**src/hw/rtl/pee_pkg.sv**
```systemverilog
// Shared types, character codes, operation and status codes of the postfix evaluator.
package pee_pkg;

	// Default sizes
	localparam int STACK_DEPTH_DEF = 16;
	localparam int VALUE_WIDTH_DEF = 32;

	// Fixed field widths of the ports
	localparam int CH_W     = 8;
	localparam int OUT_W    = 32;
	localparam int STATUS_W = 3;
	localparam int DIGIT_W  = 4;

	// Depth of the queue between front and back
	localparam int QUEUE_DEPTH = 4;

	// Characters
	localparam logic [CH_W-1:0] CH_0     = 8'h30;
	localparam logic [CH_W-1:0] CH_9     = 8'h39;
	localparam logic [CH_W-1:0] CH_PLUS  = 8'h2B;
	localparam logic [CH_W-1:0] CH_MINUS = 8'h2D;
	localparam logic [CH_W-1:0] CH_STAR  = 8'h2A;
	localparam logic [CH_W-1:0] CH_SLASH = 8'h2F;

	// Classified operation
	typedef logic [2:0] op_t;
	localparam op_t OP_NONE  = 3'd0;
	localparam op_t OP_DIGIT = 3'd1;
	localparam op_t OP_ADD   = 3'd2;
	localparam op_t OP_SUB   = 3'd3;
	localparam op_t OP_MUL   = 3'd4;
	localparam op_t OP_DIV   = 3'd5;

	// Result status
	typedef logic [STATUS_W-1:0] status_t;
	localparam status_t ST_OK    = 3'd0;
	localparam status_t ST_UNDER = 3'd1;
	localparam status_t ST_OVER  = 3'd2;
	localparam status_t ST_DIVZ  = 3'd3;
	localparam status_t ST_EMPTY = 3'd4;

	// Port items
	typedef struct packed {
		logic [CH_W-1:0] ch;
		logic            last;
	} in_item_t;

	typedef struct packed {
		logic signed [OUT_W-1:0] value;
		status_t                 status;
	} out_item_t;

	// Classified item held in the queue
	typedef struct packed {
		op_t                op;
		logic [DIGIT_W-1:0] digit;
		logic               last;
	} op_item_t;

	// Request to the multiply/divide unit
	typedef struct packed {
		logic start;
		logic is_div;
	} mdu_req_t;

endpackage

```
**src/hw/rtl/pee_ram.sv**
```systemverilog
// Generic single-write, single-read RAM with registered read data.
module pee_ram #(
	parameter int WIDTH = 32,
	parameter int DEPTH = 16
) (
	input  logic                     clk,
	input  logic                     we,
	input  logic [$clog2(DEPTH)-1:0] waddr,
	input  logic [WIDTH-1:0]         wdata,
	input  logic                     re,
	input  logic [$clog2(DEPTH)-1:0] raddr,
	output logic [WIDTH-1:0]         rdata
);

	logic [WIDTH-1:0] mem [DEPTH];

	always_ff @(posedge clk) begin
		if (we) begin
			mem[waddr] <= wdata;
		end
		if (re) begin
			rdata <= mem[raddr];
		end
	end

endmodule

```
**src/hw/rtl/pee_front.sv**
```systemverilog
// Front end: classifies incoming characters and queues them for the back end.
module pee_front (
	input  logic               clk,
	input  logic               arst_n,
	input  logic               push,
	output logic               full,
	input  pee_pkg::in_item_t  item,
	input  logic               q_pop,
	output logic               q_empty,
	output pee_pkg::op_item_t  q_head
);
	import pee_pkg::*;

	localparam int PtrW = $clog2(QUEUE_DEPTH);
	localparam int CntW = $clog2(QUEUE_DEPTH + 1);

	op_item_t        entry_q [QUEUE_DEPTH];
	logic [PtrW-1:0] wr_ptr_q;
	logic [PtrW-1:0] rd_ptr_q;
	logic [CntW-1:0] count_q;
	op_item_t        cls;
	logic            wr_en;
	logic            rd_en;

	// Character classification
	always_comb begin
		cls.op    = OP_NONE;
		cls.digit = '0;
		cls.last  = item.last;
		if (item.ch >= CH_0 && item.ch <= CH_9) begin
			cls.op    = OP_DIGIT;
			cls.digit = DIGIT_W'(item.ch - CH_0);
		end else if (item.ch == CH_PLUS) begin
			cls.op = OP_ADD;
		end else if (item.ch == CH_MINUS) begin
			cls.op = OP_SUB;
		end else if (item.ch == CH_STAR) begin
			cls.op = OP_MUL;
		end else if (item.ch == CH_SLASH) begin
			cls.op = OP_DIV;
		end
	end

	assign full    = (count_q == CntW'(QUEUE_DEPTH));
	assign q_empty = (count_q == '0);
	assign wr_en   = push && !full;
	assign rd_en   = q_pop && !q_empty;
	assign q_head  = entry_q[rd_ptr_q];

	// Queue storage
	always_ff @(posedge clk) begin
		if (wr_en) begin
			entry_q[wr_ptr_q] <= cls;
		end
	end

	// Queue pointers and fill count
	always_ff @(posedge clk or negedge arst_n) begin
		if (!arst_n) begin
			wr_ptr_q <= '0;
			rd_ptr_q <= '0;
			count_q  <= '0;
		end else begin
			if (wr_en) begin
				wr_ptr_q <= (wr_ptr_q == PtrW'(QUEUE_DEPTH - 1)) ? '0 : wr_ptr_q + 1'b1;
			end
			if (rd_en) begin
				rd_ptr_q <= (rd_ptr_q == PtrW'(QUEUE_DEPTH - 1)) ? '0 : rd_ptr_q + 1'b1;
			end
			if (wr_en && !rd_en) begin
				count_q <= count_q + 1'b1;
			end else if (rd_en && !wr_en) begin
				count_q <= count_q - 1'b1;
			end
		end
	end

endmodule

```
**src/hw/rtl/pee_mdu.sv**
```systemverilog
// Shared sequential unit: shift-add multiply and restoring signed divide.
module pee_mdu #(
	parameter int VALUE_WIDTH = pee_pkg::VALUE_WIDTH_DEF
) (
	input  logic                   clk,
	input  logic                   arst_n,
	input  pee_pkg::mdu_req_t      req,
	input  logic [VALUE_WIDTH-1:0] lhs,
	input  logic [VALUE_WIDTH-1:0] rhs,
	output logic                   done,
	output logic [VALUE_WIDTH-1:0] res
);
	import pee_pkg::*;

	localparam int StepW = $clog2(VALUE_WIDTH);

	logic                   busy_q;
	logic                   done_q;
	logic                   div_q;
	logic                   neg_q;
	logic [StepW-1:0]       step_q;
	logic [VALUE_WIDTH-1:0] x_q;
	logic [VALUE_WIDTH-1:0] y_q;
	logic [VALUE_WIDTH-1:0] z_q;
	logic [VALUE_WIDTH-1:0] lhs_mag;
	logic [VALUE_WIDTH-1:0] rhs_mag;
	logic [VALUE_WIDTH:0]   rem_sh;
	logic [VALUE_WIDTH:0]   rem_sub;
	logic                   qbit;

	// Operand magnitudes for division
	assign lhs_mag = lhs[VALUE_WIDTH-1] ? (VALUE_WIDTH'(0) - lhs) : lhs;
	assign rhs_mag = rhs[VALUE_WIDTH-1] ? (VALUE_WIDTH'(0) - rhs) : rhs;

	// One restoring step
	assign rem_sh  = {z_q, x_q[VALUE_WIDTH-1]};
	assign rem_sub = rem_sh - {1'b0, y_q};
	assign qbit    = (rem_sh >= {1'b0, y_q});

	// Iteration: one bit per cycle
	always_ff @(posedge clk or negedge arst_n) begin
		if (!arst_n) begin
			busy_q <= 1'b0;
			done_q <= 1'b0;
			step_q <= '0;
		end else begin
			done_q <= 1'b0;
			if (req.start) begin
				busy_q <= 1'b1;
				step_q <= '0;
			end else if (busy_q) begin
				step_q <= step_q + 1'b1;
				if (step_q == StepW'(VALUE_WIDTH - 1)) begin
					busy_q <= 1'b0;
					done_q <= 1'b1;
				end
			end
		end
	end

	// Datapath registers
	always_ff @(posedge clk) begin
		if (req.start) begin
			div_q <= req.is_div;
			neg_q <= lhs[VALUE_WIDTH-1] ^ rhs[VALUE_WIDTH-1];
			z_q   <= '0;
			if (req.is_div) begin
				x_q <= lhs_mag;
				y_q <= rhs_mag;
			end else begin
				x_q <= rhs;
				y_q <= lhs;
			end
		end else if (busy_q) begin
			if (div_q) begin
				z_q <= qbit ? rem_sub[VALUE_WIDTH-1:0] : rem_sh[VALUE_WIDTH-1:0];
				x_q <= {x_q[VALUE_WIDTH-2:0], qbit};
			end else begin
				if (x_q[0]) begin
					z_q <= z_q + y_q;
				end
				y_q <= {y_q[VALUE_WIDTH-2:0], 1'b0};
				x_q <= {1'b0, x_q[VALUE_WIDTH-1:1]};
			end
		end
	end

	assign done = done_q;
	assign res  = div_q ? (neg_q ? (VALUE_WIDTH'(0) - x_q) : x_q) : z_q;

endmodule

```
**src/hw/rtl/pee_back.sv**
```systemverilog
// Back end: operand stack, sequencing of operations and the result register.
module pee_back #(
	parameter int STACK_DEPTH = pee_pkg::STACK_DEPTH_DEF,
	parameter int VALUE_WIDTH = pee_pkg::VALUE_WIDTH_DEF
) (
	input  logic               clk,
	input  logic               arst_n,
	input  logic               q_empty,
	input  pee_pkg::op_item_t  q_head,
	output logic               q_pop,
	output logic               empty,
	input  logic               pop,
	output pee_pkg::out_item_t result
);
	import pee_pkg::*;

	localparam int CntW  = $clog2(STACK_DEPTH + 1);
	localparam int AddrW = $clog2(STACK_DEPTH);

	localparam logic [1:0] S_IDLE = 2'd0;
	localparam logic [1:0] S_READ = 2'd1;
	localparam logic [1:0] S_CALC = 2'd2;

	logic [1:0]             state_q, state_d;
	logic [CntW-1:0]        cnt_q, cnt_d;
	status_t                err_q, err_d;
	logic [VALUE_WIDTH-1:0] top_q, top_d;
	op_t                    op_q;
	logic                   last_q;
	logic                   out_valid_q;
	out_item_t              out_q, out_d;

	logic                   take;
	logic                   cur_last;
	logic                   done;
	logic                   out_set;
	logic [CntW-1:0]        cnt_m2;
	status_t                fin_status;

	logic                   ram_we;
	logic [AddrW-1:0]       ram_waddr;
	logic [VALUE_WIDTH-1:0] ram_wdata;
	logic                   ram_re;
	logic [VALUE_WIDTH-1:0] ram_rdata;

	mdu_req_t               mdu_req;
	logic                   mdu_done;
	logic [VALUE_WIDTH-1:0] mdu_res;

	// Keeps the first error of an expression
	function automatic status_t keep_err(status_t cur, status_t code);
		keep_err = (cur == ST_OK) ? code : cur;
	endfunction

	// A last item is taken only when the result register is free
	assign take     = (state_q == S_IDLE) && !q_empty && !(q_head.last && out_valid_q);
	assign q_pop    = take;
	assign cur_last = (state_q == S_IDLE) ? q_head.last : last_q;
	assign cnt_m2   = cnt_q - CntW'(2);

	// Stack memory: entries below the count; the top entry is mirrored in top_q
	pee_ram #(
		.WIDTH(VALUE_WIDTH),
		.DEPTH(STACK_DEPTH)
	) u_stack (
		.clk  (clk),
		.we   (ram_we),
		.waddr(ram_waddr),
		.wdata(ram_wdata),
		.re   (ram_re),
		.raddr(cnt_m2[AddrW-1:0]),
		.rdata(ram_rdata)
	);

	pee_mdu #(
		.VALUE_WIDTH(VALUE_WIDTH)
	) u_mdu (
		.clk   (clk),
		.arst_n(arst_n),
		.req   (mdu_req),
		.lhs   (ram_rdata),
		.rhs   (top_q),
		.done  (mdu_done),
		.res   (mdu_res)
	);

	// Sequencer and next-state logic
	always_comb begin
		state_d   = state_q;
		cnt_d     = cnt_q;
		err_d     = err_q;
		top_d     = top_q;
		ram_we    = 1'b0;
		ram_waddr = cnt_m2[AddrW-1:0];
		ram_wdata = top_q;
		ram_re    = 1'b0;
		mdu_req   = '0;
		done      = 1'b0;
		out_set   = 1'b0;
		out_d     = out_q;
		fin_status = ST_OK;

		unique case (state_q)
			S_IDLE: begin
				if (take) begin
					unique case (q_head.op)
						OP_DIGIT: begin
							done = 1'b1;
							if (cnt_q == CntW'(STACK_DEPTH)) begin
								err_d = keep_err(err_q, ST_OVER);
							end else begin
								ram_we    = 1'b1;
								ram_waddr = cnt_q[AddrW-1:0];
								ram_wdata = VALUE_WIDTH'(q_head.digit);
								top_d     = VALUE_WIDTH'(q_head.digit);
								cnt_d     = cnt_q + 1'b1;
							end
						end
						OP_ADD, OP_SUB, OP_MUL, OP_DIV: begin
							if (cnt_q < CntW'(2)) begin
								err_d = keep_err(err_q, ST_UNDER);
								done  = 1'b1;
							end else begin
								ram_re  = 1'b1;
								state_d = S_READ;
							end
						end
						default: begin
							done = 1'b1;
						end
					endcase
				end
			end
			S_READ: begin
				unique case (op_q)
					OP_ADD: begin
						top_d = ram_rdata + top_q;
						done  = 1'b1;
					end
					OP_SUB: begin
						top_d = ram_rdata - top_q;
						done  = 1'b1;
					end
					OP_MUL: begin
						mdu_req.start = 1'b1;
						state_d       = S_CALC;
					end
					OP_DIV: begin
						if (top_q == '0) begin
							err_d = keep_err(err_q, ST_DIVZ);
							done  = 1'b1;
						end else begin
							mdu_req.start  = 1'b1;
							mdu_req.is_div = 1'b1;
							state_d        = S_CALC;
						end
					end
					default: begin
						done = 1'b1;
					end
				endcase
				// Pop both operands and push the result
				if (done && (op_q == OP_ADD || op_q == OP_SUB)) begin
					ram_we    = 1'b1;
					ram_wdata = top_d;
					cnt_d     = cnt_q - 1'b1;
				end
			end
			S_CALC: begin
				if (mdu_done) begin
					top_d     = mdu_res;
					ram_we    = 1'b1;
					ram_wdata = mdu_res;
					cnt_d     = cnt_q - 1'b1;
					done      = 1'b1;
				end
			end
			default: begin
				state_d = S_IDLE;
			end
		endcase

		// End of item; the last one yields a result and clears the expression
		if (done) begin
			state_d = S_IDLE;
			if (cur_last) begin
				if (err_d != ST_OK) begin
					fin_status = err_d;
				end else if (cnt_d == '0) begin
					fin_status = ST_EMPTY;
				end else begin
					fin_status = ST_OK;
				end
				out_set      = 1'b1;
				out_d.status = fin_status;
				out_d.value  = (fin_status == ST_OK) ? OUT_W'($signed(top_d)) : '0;
				cnt_d        = '0;
				err_d        = ST_OK;
			end
		end
	end

	// Control registers
	always_ff @(posedge clk or negedge arst_n) begin
		if (!arst_n) begin
			state_q     <= S_IDLE;
			cnt_q       <= '0;
			err_q       <= ST_OK;
			out_valid_q <= 1'b0;
		end else begin
			state_q <= state_d;
			cnt_q   <= cnt_d;
			err_q   <= err_d;
			if (out_set) begin
				out_valid_q <= 1'b1;
			end else if (pop && out_valid_q) begin
				out_valid_q <= 1'b0;
			end
		end
	end

	// Payload registers
	always_ff @(posedge clk) begin
		top_q <= top_d;
		if (take) begin
			op_q   <= q_head.op;
			last_q <= q_head.last;
		end
		if (out_set) begin
			out_q <= out_d;
		end
	end

	assign empty  = !out_valid_q;
	assign result = out_q;

	// A result is never overwritten before it is taken
	a_no_overwrite: assert property (@(posedge clk) disable iff (!arst_n)
		out_set |-> !out_valid_q)
		else $error("result register overwritten");

	// Stack count stays within the memory
	a_cnt_range: assert property (@(posedge clk) disable iff (!arst_n)
		cnt_q <= CntW'(STACK_DEPTH))
		else $error("stack count beyond depth");

	// The shared unit finishes only while the sequencer waits for it
	a_mdu_done: assert property (@(posedge clk) disable iff (!arst_n)
		mdu_done |-> (state_q == S_CALC))
		else $error("unexpected multiply/divide completion");

	// Operand read data is used only after a read was issued
	a_read_issued: assert property (@(posedge clk) disable iff (!arst_n)
		(state_q == S_READ) |-> $past(ram_re))
		else $error("operand state without stack read");

endmodule

```
**src/hw/rtl/postfix_expression_evaluator.sv**
```systemverilog
// Top level of the postfix expression evaluator.
//
// Input channel: one ASCII character per item (push/full). Digits push their
// value, + - * / combine the two top values, other characters are ignored.
// An item with last set ends the expression and yields one result item
// (value, status) on the result channel (empty/pop); other items yield none.
//
// Items pass a classifier into a four-entry queue; the back end drains it.
// In the back end a digit, an ignored character or an operator that underflows
// is done in the idle state; + and - and / by zero add a state that reads the
// stack memory; other * and / then wait in a calculate state for the shared
// one-bit-per-cycle multiply/divide unit.
// A result is registered and visible in the cycle after its item leaves the back end.
//
// Reset clears the queue, stack count, sticky error and result valid flag.
// Stack memory contents are not cleared; entries are written before read.
// While a result waits, the queue keeps taking items and the back end keeps
// working; only an item with last set waits for the result register to free.
module postfix_expression_evaluator #(
	parameter int STACK_DEPTH = pee_pkg::STACK_DEPTH_DEF,
	parameter int VALUE_WIDTH = pee_pkg::VALUE_WIDTH_DEF
) (
	input  logic               clk,
	input  logic               arst_n,
	input  logic               push,
	output logic               full,
	input  pee_pkg::in_item_t  item,
	output logic               empty,
	input  logic               pop,
	output pee_pkg::out_item_t result
);
	import pee_pkg::*;

	logic     q_pop;
	logic     q_empty;
	op_item_t q_head;

	// Front end: classify and queue
	pee_front u_front (
		.clk    (clk),
		.arst_n (arst_n),
		.push   (push),
		.full   (full),
		.item   (item),
		.q_pop  (q_pop),
		.q_empty(q_empty),
		.q_head (q_head)
	);

	// Back end: stack, arithmetic and result register
	pee_back #(
		.STACK_DEPTH(STACK_DEPTH),
		.VALUE_WIDTH(VALUE_WIDTH)
	) u_back (
		.clk    (clk),
		.arst_n (arst_n),
		.q_empty(q_empty),
		.q_head (q_head),
		.q_pop  (q_pop),
		.empty  (empty),
		.pop    (pop),
		.result (result)
	);

endmodule
```
**config.mk**
```make
export PLATFORM = sky130hd
export DESIGN_NAME = postfix_expression_evaluator
export DESIGN_NICKNAME = d
export VERILOG_FILES = /design/src/hw/rtl/pee_pkg.sv /design/src/hw/rtl/pee_ram.sv /design/src/hw/rtl/pee_front.sv /design/src/hw/rtl/pee_mdu.sv /design/src/hw/rtl/pee_back.sv /design/src/hw/rtl/postfix_expression_evaluator.sv
export SDC_FILE = /design/constraint.sdc
export NUM_CORES = 1
export LEC_CHECK = 0
export BUFFER_PORTS_ARGS = -buffer_cell sky130_fd_sc_hd__clkbuf_2
export CORE_UTILIZATION = 30
export CTS_BUF_LIST = sky130_fd_sc_hd__clkbuf_8
export DETAILED_ROUTE_END_ITERATION = 8
export GPL_ROUTABILITY_DRIVEN = 1
export PLACE_DENSITY = 0.51
export SYNTH_ARGS = -nofsm -noshare
export SYNTH_HDL_FRONTEND = slang
export SYNTH_SLANG_ARGS = --single-unit
```
**constraint.sdc**
```tcl
create_clock -name clk -period 6.3 [get_ports clk]
set_input_delay 0.945 -clock clk [delete_from_list [all_inputs] [get_ports clk]]
set_output_delay 0.945 -clock clk [all_outputs]
set_load 0.02 [all_outputs]
```
==> out/results.txt, run 1 <==
Tcrit/Tclk final = 93.1%
Setup crit start kind = flip-flop
First-pass GRT wire length = 168 mm
Layout Nets = 3337
Average vias per placed instance = 5.16
Pre-antenna DRT Iters = 5
Row Count = 132
Pleak = 15.4 nW
Post-synth top area share = 52.0%
DR WL/cell = 22.2 um
Post-CTS Setup Bufs = 0
Post-synth top flop = edfxtp_1
Min Tclk post-route = 5870 ps
Crit path DAT = 6540 ps
Cts hold-fix bufs = 0
Later-pin clock latency in the skew report = 840 ps
Layout cells sized above 1 = 16.6%
Ys Warns = 0
Worst slew pin tran = 1200 ps
CORE AREA = 130000 um^2
Crit path from = u_back.top_q[4]$_DFF_P_
Drt initial violations = 1939
Critical Path Sink Type = flip-flop
Initial antenna violation count = 6
Clk sinks = 770
Post-Route Setup TNS = 0 ps
IO buf count = 49
# H-tree levels = 4
I/O pin total = 50
Reg2Reg Launch Point = u_back.top_q[4]$_DFF_P_
CTS max path bufs = 3
R2R Setup Slk = 430 ps
Post-Syn Nets = 3236
Drt drc = 0
Grt ovf = 0
EDFF count, synth = 681
Number of global-route vias before repair = 26.0k
Synth top cells by count = edfxtp_1, nand2_1, nor2_1
Max-cap violations = 0
Maximum number of pins on one net before global-route repair = 118
Final setup vio count = 0
Pins Over Slew Limit = 0
Synthesized area per cell = 12.7 um^2
Post-cts resize count = 0
Cell taking the most area after synthesis = edfxtp_1
Hpwl dp = 77.8 mm
Register bit total from synthesis = 770
Mapped Cells = 3108
DIE WIDTH = 364 um
Total GRT Usage = 16.9%
RSZ-0062 raised after global routing = false
Power per Cell Area = 511 nW/um^2
WS Path Type = reg -> reg
Clock Skew = 50.7 ps
CTS clk-pin slew, worst paths = 60 ps
Synth top area cells = edfxtp_1, mux4_2, ha_1
Fmax = 170 MHz
GP Congestion = 0.929
Starting Density = 30.3%
Yosys cell types = 82
Crit path capture = u_back.result[34]$_SDFFCE_PP0P_
Cell Area, Synth = 39300 um^2
CTS buffer count = 139
Asr flop ratio synth = 3.25%
Slew HR = 20.0%
CP Max Fanout = 17
Final wirelength = 112 mm
Via count = 26.2k
Reg-to-Reg End = u_back.result[34]$_SDFFCE_PP0P_
Root buffer cell = clkbuf_8
Max VDD drop = 0.308 mV
Hold WS = 178 ps
Status = completed
R2r worst-path depth = 17
Hold Crit Class = in -> async
Endpoints failing hold = 0
Area Overhead vs Synth = 13.6%
Post-route ant nets = 0
Worst EP required = 6970 ps
Full die area = 133000 um^2
Most frequent cell after synthesis = edfxtp_1
TritonCTS clock tree = yes
Register area share after synthesis = 56.8%
Die height = 364 um
## area by class of cell
cell class / count / area, um^2
fillers: 12900 / 85100
clock inverters: 112 / 708
well taps: 1742 / 2180
multi-input cells: 2070 / 16200
repair buffers: 144 / 1020
diodes: 3 / 7.51
clock buffers: 140 / 1930
flip-flops and latches: 770 / 22400
inverters: 84 / 315
## stage by stage
stage | instance area (um^2) | util (%) | setup WS [ps] | cells | power [mW]
floorplan | 39300 | - | 1100 | 3108 | 14.9
global placement | 42100 | 32.4 | 553 | 4810 | 18.4
detailed placement | 42100 | 32.4 | 456 | 4810 | 18.4
global route | 44700 | 34.4 | 21.8 | 5064 | 24.3
CTS | 44700 | 34.4 | 437 | 5062 | 23.0
finish | 44700 | 34.4 | 434 | 5065 | 22.9
## metal layers
metal	up-vias	wire, um	global-route usage (%)
met1	13100	52900	24.0
met2	727	51200	26.4
met4	0	2530	5.12
met3	144	5730	2.88
li1	12200	-	-
met5	-	0	0
## power breakdown
group / switching, mW / total [mW] / leakage [nW] / internal [mW]
sequential: 0.865 / 7.79 / 6.99 / 6.92
clock: 2.22 / 4.51 / 1.49 / 2.29
combinational: 6.48 / 10.6 / 6.88 / 4.09
## cells in the final DEF (no fill, tap or decap), types with 45 or more instances in the layout
cell      synthesis  final
a211oi_1         81     81
a21oi_1         202    200
and2_1           48     48
buf_4             0     90
clkbuf_2          0     49
clkbuf_8          0    140
dfxtp_1          64     64
edfxtp_1        681    681
ha_1            111    110
inv_1            80    123
mux2i_1          45     45
mux4_2          168    168
nand2_1         239    239
nor2_1          236    220
nor3_1           49     48
o21ai_0         195    193
xnor2_1          75     75
xor2_1          128    127
## worst min-delay path by stage
stage,to,slack [ps],startpoint,cells past startpoint
after global routing,u_back.u_mdu.step_q[0]$_DFFE_PN0P_,200,arst_n,1
final,u_back.u_mdu.done$_DFF_PN0_,180,arst_n,1
after CTS,u_back.u_mdu.step_q[0]$_DFFE_PN0P_,140,arst_n,1
after global placement,u_front.count_q[2]$_DFFE_PN0P_,480,u_front.count_q[2]$_DFFE_PN0P_,1
after floorplan,u_front.count_q[2]$_DFFE_PN0P_,460,u_front.count_q[2]$_DFFE_PN0P_,1
after detailed placement,u_front.count_q[2]$_DFFE_PN0P_,480,u_front.count_q[2]$_DFFE_PN0P_,1
## kinds of logic (layout without fill, tap and decap cells)
family	Yosys count	after routing	share of synthesized area [%]
fa+ha+maj	115	115	3.73
other cells	0	3	0
flops	770	770	56.8
buf+inv	268	480	2.59
mux	215	215	10.8
compound gates	775	775	12.5
xor+xnor	203	203	4.52
simple gates	762	762	9.02
## sequential cells by signal, indices dropped and copies added (netlist names), 2 cells and up
name and count:
u_back.u_mdu.x_q 32, u_back.u_mdu.z_q 32, u_front.entry_q 32, u_front.wr_ptr_q 2, u_back.result 35, u_back.top_q 32, u_back.u_stack.rdata 32, u_back.u_stack.mem 512
u_back.u_mdu.step_q 5, u_back.state_q 2, u_back.u_mdu.y_q 32, u_front.count_q 3, u_front.rd_ptr_q 2, u_back.cnt_q 5, u_back.err_q 3, u_back.op_q 3
## worst max-delay path: stages, from the launching register on
cell and delay, ps:
dfxtp_1 400, nor3_1 460, nand3b_1 200, or3_1 440
or3_1 380, nand2_1 100, xor2_1 180, ha_1 330
a21o_1 190, a221oi_1 350, a21oi_1 150, and3_1 220
o311ai_1 520, o31ai_1 210, o221a_2 290, xnor2_1 140
o22ai_1 900, and2_1 240
(Power assumes the default switching activity.)
==> run 2, diff against run 1 <==
- ABC_AREA: unset -> 1
- BUFFER_PORTS_ARGS: -buffer_cell sky130_fd_sc_hd__clkbuf_2 -> unset
- DONT_BUFFER_PORTS: unset -> 1
==> run 2 against run 1 <==
  * Final cell count up 34%
  * Utilization down 0.66 points
  * Area after synthesis up 7.7%
  * Register-to-register slack better by 740 ps
  * Sequential power up 17%
  * Clock skew up 2.5 ps
  * Wire length up 31%
==> out/results.txt, run 2 <==
Fmax = 195 MHz (+14%)
Max FFs per register = 512 (unchanged)
Setup crit start kind = flip-flop
Pre-antenna DRT Iters = 5 (unchanged)
Final wirelength = 147 mm (+31%)
Critical path buffers and inverters = 3 (+3)
Max VDD drop = 0.352 mV (+14%)
Ys Warns = 0 (unchanged)
Worst path slowest cell = nor4_1
CTS buffer count = 138 (-0.72%)
Slew HR = 17.6% (-2.3 points)
Synth top area cells = edfxtp_1, nand2_1, o21ai_0
Internal power = 14.6 mW (+9.7%)
Post-route ant nets = 0 (unchanged)
Post-CTS Setup Bufs = 0 (unchanged)
Total GRT Usage = 20.2% (+3.3 points)
Drt initial violations = 2975 (+53%)
Most frequent cell after synthesis = nand2_1
CP Max Fanout = 16 (-1)
Endpoints failing hold = 0 (unchanged)
Average vias per placed instance = 5.20 (+0.67%)
Switching power of the nets = 14.8 mW (+55%)
Register bit total from synthesis = 770 (unchanged)
Register area share after synthesis = 52.8% (-4.1 points)
Layout cells sized above 1 = 7.22% (-9.4 points)
Seq pwr share = 30.9% (-3.2 points)
Post-synth top flop = edfxtp_1
Full die area = 143000 um^2 (+7.6%)
Post-synth top area share = 48.3% (-3.7 points)
DR WL/cell = 21.6 um (-2.6%)
Crit path DAT = 5630 ps (-910 ps)
# H-tree levels = 4 (unchanged)
WS Path Type = reg -> reg
Worst hold start = item[0]
Via count = 35.4k (+35%)
DIE WIDTH = 378 um (+3.7%)
Mapped Cells = 4837 (+56%)
Worst EP required = 6800 ps (-170 ps)
Fill count = 14.6k (+13%)
Maximum number of pins on one net before global-route repair = 225 (+91%)
Final setup vio count = 0 (unchanged)
Drt drc = 0 (unchanged)
Sw frac = 50.3% (+8.5 points)
Clock Skew = 53.2 ps (+2.51 ps)
Post-Syn Nets = 4965 (+53%)
TritonCTS clock tree = yes
Hold WS = 226 ps (+47.2 ps)
CTS max path bufs = 3 (unchanged)
Area Overhead vs Synth = 11.5%
Crit path from = u_back.top_q[2]$_DFF_P_
Power per Cell Area = 622 nW/um^2 (+22%)
Root buffer cell = clkbuf_8
Synth top cells by count = nand2_1, edfxtp_1, nor2_1
Worst path cell trace = inv_2 -> nand3_1 -> nor2_1 -> nand3_1 -> nor2_1 -> nand2_1 -> inv_1 -> nand2_1 -> o21ai_1 -> nand2_1 -> nand2_1 -> o21ai_0 -> ha_1 -> nand4_1 -> nor4_1 -> nand3_1 -> nand3_1 -> nand2_1 -> o21ai_0 -> nand2_1 -> nand2_1 -> inv_1
RSZ-0062 raised after global routing = false
Die height = 378 um (+3.7%)
Design area = 47200 um^2 (+5.7%)
R2R Setup Slk = 1180 ps (+740 ps)
I/O pin total = 50 (unchanged)
Min Tclk post-route = 5120 ps (-742 ps)
Layout Nets = 4950 (+48%)
Number of global-route vias before repair = 33.5k (+29%)
Starting Density = 30.3% (about the same)
GP Congestion = 0.947 (+1.9%)
Pins Over Slew Limit = 0 (unchanged)
Grt ovf = 0 (unchanged)
Post-Route Setup TNS = 0 ps (unchanged)
Status = completed
Cell Area, Synth = 42400 um^2 (+7.7%)
Asr flop ratio synth = 3.25% (unchanged)
Cell taking the most area after synthesis = edfxtp_1
Worst slew pin tran = 1240 ps (+34.9 ps)
Combinational power share = 53.3% (+7.1 points)
Tcrit/Tclk final = 81.3% (-12 points)
Later-pin clock latency in the skew report = 850 ps (about the same)
Clk sinks = 770 (unchanged)
Synthesized area per cell = 8.76 um^2 (-31%)
EDFF count, synth = 681 (unchanged)
Critical path's largest stage delay = 720 ps (-180 ps)
Top reg by flops = u_back.u_stack.mem
Commonest non-fill, non-tap cell in the layout = nand2_1
CORE AREA = 140000 um^2 (+7.7%)
Initial antenna violation count = 2 (-4)
Row Count = 137 (+3.8%)
Reg2Reg Launch Point = u_back.top_q[2]$_DFF_P_
Post-cts resize count = 0 (unchanged)
CTS clk-pin slew, worst paths = 60 ps (about the same)
Max-cap violations = 0 (unchanged)
Pleak = 18.2 nW (+19%)
Dpl ws = 1310 ps (+850 ps)
First-pass GRT wire length = 217 mm (+29%)
Most frequent cells in the layout = nand2_1, edfxtp_1, nor2_1
Cell mode on critical path = nand2_1
Crit-path leading delay family = simple AND/OR/NAND/NOR gates
Hold Crit Class = in -> reg
Yosys cell types = 53 (-35%)
Clk pwr share = 15.8% (-3.9 points)
PnR worst setup slack = 1180 ps (+742 ps)
Hpwl dp = 98.5 mm (+27%)
Placed inst area = 44500 um^2 (+5.8%)
IO buf count = 0 (-100%)
Critical Path Sink Type = flip-flop
==> run 2: cell types whose count changed after synthesis, sizes merged, moves of 85 or more <==
| cell | before | now |
|---|---|---|
| nand2 | 239 | 911 |
| nor2 | 236 | 648 |
| o221ai | 4 | 98 |
| nand3 | 40 | 277 |
| inv | 82 | 464 |
| o211ai | 13 | 98 |
| mux4 | 168 | 0 |
| o21ai | 212 | 588 |
==> run 2: what timing repair did <==
| item | CTS | global route |
|---|---|---|
| endpoints found under the setup margin | 0 | 0 |
| endpoints found under the hold margin | 25 | 0 |
| hold buffers | 2 | 0 |
==> run 2: final cells by class <==
| cell class | instances | area (um^2) | share of cell area (%) |
|---|---|---|---|
| Antenna cell | 3 | 7.51 | 0.0159 |
| Clock buffer | 147 | 2020 | 4.28 |
| Clock inverter | 104 | 677 | 1.43 |
| Inverter | 469 | 1780 | 3.76 |
| Multi-Input combinational cell | 3364 | 17400 | 36.8 |
| Sequential cell | 770 | 22400 | 47.3 |
| Tap cell | 1876 | 2350 | 4.97 |
| Timing Repair Buffer | 79 | 646 | 1.37 |
==> run 2: per-stage QoR <==
stage	instances	power, mW	utilization [%]
final	6812	29.4	33.8
after global routing	6811	31.5	33.8
after CTS	6809	29.3	33.8
after detailed placement	6556	24.6	31.8
after global placement	6556	24.6	31.8
after floorplan	4837	19.2	-
==> run 2: cell families after synthesis <==
kind of cell             synth area share (%)
AO/OA/AOI/OAI                            16.4
XOR/XNOR                                 1.43
adder cells (fa/ha/maj)                  3.47
buffers and inverters                    6.54
flip-flops                               52.8
multiplexers                           0.0266
AND/OR/NAND/NOR                          19.4
==> run 2: final timing paths <==
check | endpoint | cells after the start
worst min register to register | u_back.u_mdu.step_q[4]$_DFFE_PN0P_ | 2
worst max register to register | u_back.u_stack.mem[7][31]$_DFFE_PP_ | 22
worst max-delay path | u_back.u_stack.mem[7][31]$_DFFE_PP_ | 22
min in group asynchronous | u_back.err_q[1]$_DFF_PN0_ | 2
max in group asynchronous | u_back.cnt_q[0]$_DFF_PN0_ | 2
worst min-delay path | u_front.entry_q[0][0]$_DFFE_PP_ | 0
==> run 2: worst register-to-register path, cell delays in order (launching register included) <==
cell,delay (ps)
dfxtp_1,390
inv_2,130
nand3_1,180
nor2_1,290
nand3_1,230
nor2_1,280
nand2_1,160
inv_1,130
nand2_1,90
o21ai_1,130
nand2_1,80
nand2_1,60
o21ai_0,100
ha_1,450
nand4_1,210
nor4_1,720
nand3_1,300
nand3_1,130
nand2_1,50
o21ai_0,170
nand2_1,70
nand2_1,210
inv_1,270
==> run 2: per-layer routing <==
| metal | vias up | wire length, um | GRT usage, % |
|---|---|---|---|
| li1 | 16900 | - | - |
| met1 | 17100 | 67300 | 27.8 |
| met2 | 1140 | 67600 | 32.7 |
| met3 | 243 | 7880 | 2.54 |
| met4 | 0 | 4450 | 6.79 |
| met5 | - | 0 | 0 |
==> run 2: power groups by stage <==
stage               sequential, mW  clock, mW  combinational [mW]
floorplan                     8.54          0                10.6
global placement              9.15          0                15.4
detailed placement            9.14          0                15.5
CTS                           9.04       4.77                15.5
global route                  9.17       4.98                17.3
finish                        9.08       4.65                15.6
